<file path="src/design/acqm_pkg.sv">
package acqm_pkg;

	localparam int WINDOW_LEN_DEF = 8;
	localparam int CHANNELS_DEF = 32;
	localparam int POOL_SIZE_DEF = 64;

	localparam int FREQ_LIMIT = 64;
	localparam int SUM_MAX = 2047;
	localparam int UNDEC_MAX = 15;

	localparam int FIRST_RST = 32;
	localparam int TOTAL_RST = 64;
	localparam int NEED_RST = 8;

	localparam logic [1:0] CFG_FIRST = 2'd0;
	localparam logic [1:0] CFG_TOTAL = 2'd1;
	localparam logic [1:0] CFG_NEED = 2'd2;

	typedef enum logic [2:0] {
		OP_ADD = 3'd0,
		OP_QUERY = 3'd1,
		OP_REPL_FIRST = 3'd2,
		OP_REPL_NAMED = 3'd3,
		OP_CLEAR = 3'd4,
		OP_REBUILD = 3'd5
	} op_t;

	typedef enum logic [2:0] {
		ST_IDLE,
		ST_GO,
		ST_WIN,
		ST_POOL,
		ST_OUT
	} st_t;

	typedef enum logic [1:0] {
		P_IDLE,
		P_SCAN,
		P_MOVE,
		P_FIN
	} pool_st_t;

	typedef struct packed {
		logic start;
		logic query;
		logic clr_samples;
		logic clr_clean;
		logic clr_all;
	} win_cmd_t;

	typedef struct packed {
		logic start;
		logic rebuild;
		logic pop_first;
		logic find;
	} pool_cmd_t;

	typedef struct packed {
		logic load;
		logic shift;
	} cell_ctl_t;

	typedef struct packed {
		logic [10:0] error_sum;
		logic [10:0] limit_sum;
		logic [3:0] undecoded_count;
		logic reject_flag;
		logic stats_valid;
		logic window_clean;
	} win_res_t;

	typedef struct packed {
		logic pool_empty;
		logic [6:0] pool_position;
		logic [5:0] new_freq;
		logic window_clean;
		logic stats_valid;
		logic reject_flag;
		logic [3:0] undecoded_count;
		logic [10:0] limit_sum;
		logic [10:0] error_sum;
	} res_t;

endpackage

</file>
<file path="src/design/acqm_cell.sv">
module acqm_cell #(
	parameter logic [5:0] RST_VAL = '0
) (
	input logic clk,
	input logic arst_n,
	input acqm_pkg::cell_ctl_t ctl,
	input logic [5:0] ld_val,
	input logic [5:0] nxt,
	output logic [5:0] val
);

	logic [5:0] val_q;

	always_ff @(posedge clk or negedge arst_n) begin
		if (!arst_n) begin
			val_q <= RST_VAL;
		end else if (ctl.load) begin
			val_q <= ld_val;
		end else if (ctl.shift) begin
			val_q <= nxt;
		end
	end

	assign val = val_q;

endmodule

</file>
<file path="src/design/acqm_pool.sv">
module acqm_pool #(
	parameter int POOL_SIZE = acqm_pkg::POOL_SIZE_DEF,
	localparam int PW = $clog2(POOL_SIZE),
	localparam int CW = $clog2(POOL_SIZE + 1)
) (
	input logic clk,
	input logic arst_n,
	input acqm_pkg::pool_cmd_t cmd,
	input logic [5:0] oldf,
	input logic [5:0] want,
	input logic [5:0] first,
	input logic [6:0] total,
	output logic done,
	output logic found,
	output logic [6:0] pos,
	output logic [5:0] head,
	output logic empty
);

	localparam int RST_END = (acqm_pkg::TOTAL_RST > acqm_pkg::FREQ_LIMIT) ?
		acqm_pkg::FREQ_LIMIT : acqm_pkg::TOTAL_RST;
	localparam int RST_SPAN = (acqm_pkg::FIRST_RST < RST_END) ?
		RST_END - acqm_pkg::FIRST_RST : 0;
	localparam int RST_N = (RST_SPAN > POOL_SIZE) ? POOL_SIZE : RST_SPAN;

	logic [5:0] vals [POOL_SIZE];
	logic [5:0] ldv [POOL_SIZE];
	acqm_pkg::cell_ctl_t ctl [POOL_SIZE];
	acqm_pkg::pool_st_t st_q, st_d;
	logic [CW-1:0] cnt_q, idx_q, cnt_rb;
	logic [PW-1:0] pos_q;
	logic found_q, empty_q, hit;
	logic [5:0] head_q;
	logic [6:0] end_f, span;

	for (genvar g = 0; g < POOL_SIZE; g++) begin : g_row
		acqm_cell #(
			.RST_VAL(6'((acqm_pkg::FIRST_RST + g) % 64))
		) u_cell (
			.clk(clk),
			.arst_n(arst_n),
			.ctl(ctl[g]),
			.ld_val(ldv[g]),
			.nxt(vals[(g + 1 < POOL_SIZE) ? g + 1 : g]),
			.val(vals[g])
		);
	end

	always_comb begin
		end_f = (total > 7'(acqm_pkg::FREQ_LIMIT)) ? 7'(acqm_pkg::FREQ_LIMIT) : total;
		span = ({1'b0, first} < end_f) ? end_f - {1'b0, first} : '0;
		cnt_rb = (32'(span) > POOL_SIZE) ? CW'(POOL_SIZE) : CW'(span);
		hit = (idx_q != cnt_q) && (vals[idx_q[PW-1:0]] == want);
		st_d = st_q;
		case (st_q)
			acqm_pkg::P_IDLE: begin
				if (cmd.start) begin
					if (cmd.rebuild) begin
						st_d = acqm_pkg::P_FIN;
					end else if (cmd.pop_first) begin
						st_d = (cnt_q == '0) ? acqm_pkg::P_FIN : acqm_pkg::P_MOVE;
					end else if (cmd.find) begin
						st_d = acqm_pkg::P_SCAN;
					end
				end
			end
			acqm_pkg::P_SCAN: begin
				if (idx_q == cnt_q) begin
					st_d = acqm_pkg::P_FIN;
				end else if (hit) begin
					st_d = acqm_pkg::P_MOVE;
				end
			end
			acqm_pkg::P_MOVE: st_d = acqm_pkg::P_FIN;
			acqm_pkg::P_FIN: st_d = acqm_pkg::P_IDLE;
			default: st_d = acqm_pkg::P_IDLE;
		endcase
		for (int i = 0; i < POOL_SIZE; i++) begin
			ctl[i].load = (st_q == acqm_pkg::P_IDLE && cmd.start && cmd.rebuild) ||
				(st_q == acqm_pkg::P_MOVE && i == 32'(cnt_q) - 1);
			ctl[i].shift = (st_q == acqm_pkg::P_MOVE) && (i >= 32'(pos_q)) &&
				(i + 1 < 32'(cnt_q));
			ldv[i] = (st_q == acqm_pkg::P_MOVE) ? oldf : 6'(32'(first) + i);
		end
	end

	always_ff @(posedge clk or negedge arst_n) begin
		if (!arst_n) begin
			st_q <= acqm_pkg::P_IDLE;
			cnt_q <= CW'(RST_N);
			idx_q <= '0;
			pos_q <= '0;
			found_q <= 1'b0;
			empty_q <= 1'b0;
			head_q <= '0;
		end else begin
			st_q <= st_d;
			if (st_q == acqm_pkg::P_IDLE && cmd.start) begin
				found_q <= 1'b0;
				empty_q <= 1'b0;
				idx_q <= '0;
				pos_q <= '0;
				if (cmd.rebuild) begin
					cnt_q <= cnt_rb;
				end
				if (cmd.pop_first) begin
					if (cnt_q == '0) begin
						empty_q <= 1'b1;
					end else begin
						found_q <= 1'b1;
						head_q <= vals[0];
					end
				end
			end
			if (st_q == acqm_pkg::P_SCAN) begin
				if (hit) begin
					found_q <= 1'b1;
					pos_q <= idx_q[PW-1:0];
				end else if (idx_q != cnt_q) begin
					idx_q <= idx_q + 1'b1;
				end
			end
		end
	end

	assign done = (st_q == acqm_pkg::P_FIN);
	assign found = found_q;
	assign pos = found_q ? 7'(pos_q) : 7'h7F;
	assign head = head_q;
	assign empty = empty_q;

endmodule

</file>
<file path="config.mk">
export PLATFORM = sky130hd
export DESIGN_NAME = acqm_pool
export DESIGN_NICKNAME = d
export VERILOG_FILES = /design/src/design/acqm_pkg.sv /design/src/design/acqm_cell.sv /design/src/design/acqm_pool.sv
export SDC_FILE = /design/constraint.sdc
export NUM_CORES = 1
export LEC_CHECK = 0
export BUFFER_PORTS_ARGS = -buffer_cell sky130_fd_sc_hd__buf_2
export CORE_UTILIZATION = 44
export DETAILED_ROUTE_END_ITERATION = 6
export PLACE_DENSITY = 0.64
export RECOVER_POWER = 100
export SLEW_MARGIN = 20
export SYNTH_ARGS = -nofsm -noshare
export SYNTH_HDL_FRONTEND = slang
export SYNTH_SLANG_ARGS = --single-unit
export TNS_END_PERCENT = 100
</file>
<file path="constraint.sdc">
create_clock -name clk -period 3.08 [get_ports clk]
set_clock_uncertainty 0.2 [all_clocks]
set_input_delay 0.154 -clock clk [delete_from_list [all_inputs] [get_ports clk]]
set_output_delay 0.154 -clock clk [all_outputs]
set_load 0.01 [all_outputs]
</file>
==> metrics.cfg <==
[run_status]
outcome=finished with violations
violations=design-rule violations, max-capacitance violations, max-slew violations, negative setup slack

[setup_path]
slowest_stage=dfrtp_4
crit_path_max_incr_delay_ns=0.55
path_buf_inv=5
critPathMaxFanout=10
startpoint_type=flop
end_kind=flop
cp_common_cell=buf_4
path_class=reg -> reg
r2r-start=idx_q[0]$_DFF_PN0_
cpLargestDelayFamily=buffers and inverters
regToRegSetupSlack_ns=-0.53
crit_required_ns=3.35
worstPathCellList=buf_4, buf_16, mux4_2, mux2i_1, buf_4, o21ai_0, buf_4, and3_1, or3b_1, and4_2, a32oi_2, buf_4, o221ai_1
worstRegToRegCells=13
arrival_ns=3.88
timing.rr.end=idx_q[6]$_DFF_PN0_

[grt]
overflow=0
grt_pass1_vias=24400
grt_max_degree=67
track_usage=0.413
antenna_found_initial=3
grt_pass1_wl_um=178000

[cts]
cts.root.buffer_cell=clkbuf_16
insertion_delay_ns=0.61
path_clk_slew_ns=0.07
htreeDepth=2
cts_sinks=414
clk_path_buf_depth=3
cts_tree=yes
cts_made_buffers=50

[power_and_ir_drop]
p_leak_nw=14.7
p_sw_frac=0.439
p_switching_w=0.0180
comb_power_share=0.559
ir_worst_vdd_mv=0.668
clock_power_share=0.151
power.density_nw_per_um2=1250
p_int_w=0.0230
seqPwrFrac=0.290

[sta]
slew_headroom=-0.185
setup_viol=133
fin_crit_sh=1.17
rsz0062_at_grt=yes
fin_crit_ns=3.61
timing.hold.ws_ns=0.00763
worstMarginPinSlew_ns=1.78
max_freq_mhz=277
fin_ws_ns=-0.533
hold_viol=0
finalMaxSlewViolations=56

[synthesis]
avgSynthCellArea_um2=10.2
synth_top_area_frac=0.209
synthTopCellsByArea=dfrtp_1, dfstp_2, mux2i_1
ys_ff_latch=414
synth-main-ff-cell=dfrtp_1
synth_top_area_cell=dfrtp_1
seq_area_frac_synth=0.400
syn_nets=2669
netlist_instances=2605
synth_edf_count=0
netlist_area_um2=26500
ys_types=80
yosysWarnings=0
synth-async-reset-ratio=1.00

[finish]
utilization=0.556
drive_gt1_frac=0.347
stdcell_area_um2=33000
fill_cells=5287
nets=3105
areaGrowthSynthToFinish_pct=24.3

[place]
place_ws_ns=-0.684
portBuffers=46
dp_hpwl_um=95700
place.gp.congestion=1.12
dpl-instance-area_um2=31000

[worst_hold_path]
min_path_cells=4
hp-start=total[1]
min_path_type=in -> reg
min_to=cnt_q[1]$_DFFE_PN0P_

[routing]
vias_per_cell=6.44
dr_total_vias=24900
drt_iter0_drc=2713
postRouteAntennaNets=0
drc=10
dr.pass1.iters=7
routed_wl_um=126000
wire_per_inst_um=32.6

[floorplan]
initial_core_util=0.448
core_area_um2=59200
die_x_um=247
fp.dieH_um=247
fp-row-count=89
top_level_ports=47
fp.dieArea_um2=61300

[run]
cap_violations=1

[power groups by stage]
stage / Clock (W) / Combinational [W] / Sequential (W)
6_report: 0.00618 / 0.0230 / 0.0119
5_1_grt: 0.00645 / 0.0240 / 0.0121
4_1_cts: 0.00625 / 0.0225 / 0.0118
3_5_place_dp: 0 / 0.0220 / 0.0119
3_3_place_gp: 0 / 0.0216 / 0.0119
2_1_floorplan: 0 / 0.0123 / 0.0105
[metrics by stage]
step / total power (W) / setup TNS, ns / instances
final: 0.0411 / -18.32 / 3858
after global routing: 0.0425 / -44.02 / 3855
after CTS: 0.0405 / -7.75 / 3854
after detailed placement: 0.0339 / -9.78 / 3733
after global placement: 0.0335 / -9.34 / 3733
after floorplan: 0.0227 / -0.656 / 2605
[area by class of cell]
cell class | instances | area [um^2] | share of cell area
inverters | 29 | 109 | 0.00330
clock buffers | 75 | 1510 | 0.0458
repair buffers | 566 | 4400 | 0.133
multi-input cells | 1980 | 15200 | 0.460
clock inverters | 18 | 183 | 0.00554
diodes | 3 | 7.51 | 0.000228
well taps | 773 | 967 | 0.0294
flip-flops and latches | 414 | 10600 | 0.322
[cells in the final DEF (no fill, tap or decap), types with 9 or more instances in the layout]
cell type      instances
a211oi_1              73
nor2b_1               74
buf_12                26
a221o_1                9
or3_1                  9
clkbuf_1              44
mux4_2                86
ha_1                  31
buf_4                421
dfrtp_1              217
nand3_1               17
nor3_1                23
a21oi_2               18
clkinv_2              10
clkbuf_16             52
o211ai_1              18
nand2b_1              20
xnor2_1               47
a21oi_1              271
nand4_1               10
mux2i_1              346
mux2_2               130
a221oi_1              15
o31ai_1               13
clkbuf_8              12
nor2_1               234
dfstp_2              192
dlygate4sd3_1         18
buf_2                 33
nand2_1              212
clkbuf_2              21
and3_1                15
o21ai_1                9
clkbuf_4               9
a21o_1                13
a31oi_1               15
xor2_1                18
inv_1                 25
o21ai_0              130
[routing by layer]
metal | GRT usage | up-vias | routed length, um
li1 | - | 10400 | -
met1 | 0.533 | 12500 | 47900
met2 | 0.619 | 1502 | 54600
met3 | 0.0931 | 424 | 13200
met4 | 0.273 | 2 | 9810
met5 | 0.00795 | - | 68
[state kept, by name (all words and copies together) (netlist names)]
signal / flops
cnt_q: 7
empty: 1
found: 1
g_row.u_cell.val: 384
head: 6
idx_q: 7
pos_q: 6
st_q: 2
[worst max path at each step]
stage | from | endpoint | depth (start not counted)
after floorplan | idx_q[1]$_DFF_PN0_ | pos_q[4]$_DFF_PN0_ | 11
after global placement | idx_q[1]$_DFF_PN0_ | idx_q[1]$_DFF_PN0_ | 9
after detailed placement | idx_q[1]$_DFF_PN0_ | idx_q[1]$_DFF_PN0_ | 9
after CTS | idx_q[0]$_DFF_PN0_ | pos_q[4]$_DFF_PN0_ | 12
after global routing | idx_q[0]$_DFF_PN0_ | pos_q[2]$_DFF_PN0_ | 12
final | idx_q[0]$_DFF_PN0_ | idx_q[6]$_DFF_PN0_ | 13
[timing repair]
| item | 4_1_cts | 5_1_grt |
|---|---|---|
| hold buffers | 19 | 0 |
| resized for setup | 13 | 31 |
| pin swaps | 3 | 7 |
| endpoints found under the setup margin | 17 | 60 |
| hold endpoints to repair | 339 | 0 |
| cloned | 2 | 0 |
| setup buffers | 7 | 2 |
[logic make-up after synthesis]
logic type	Yosys count	synth area share
DFF	414	0.400
buffers and inverters	211	0.0356
adders and majority gates	33	0.0159
muxes	573	0.266
and+or+nand+nor	657	0.114
AOI/OAI and AO/OA	651	0.147
xor gates and xnor gates	66	0.0221
[cell usage after synthesis, types with 8 or more instances]
master,number
a211oi_1,75
a21o_1,13
a21oi_1,289
a221o_1,9
a221oi_1,18
a31oi_1,15
and2_1,8
and3_1,16
buf_1,20
buf_2,13
buf_6,10
clkbuf_1,130
dfrtp_1,221
dfstp_2,193
ha_1,32
inv_1,24
mux2_2,130
mux2i_1,350
mux4_2,86
nand2_1,212
nand2b_1,20
nand3_1,17
nand4_1,10
nor2_1,234
nor2b_1,75
nor3_1,23
o211ai_1,18
o21ai_0,134
o21ai_1,8
o31ai_1,13
or3_1,10
xnor2_1,47
xor2_1,18
[worst register-to-register path: stages, from the launching register on]
cell	delay (ns)
dfrtp_4	0.55
buf_4	0.19
buf_16	0.17
mux4_2	0.53
mux2i_1	0.17
buf_4	0.16
o21ai_0	0.07
buf_4	0.18
and3_1	0.18
or3b_1	0.36
and4_2	0.28
a32oi_2	0.17
buf_4	0.17
o221ai_1	0.11
(Power assumes the default switching activity.)
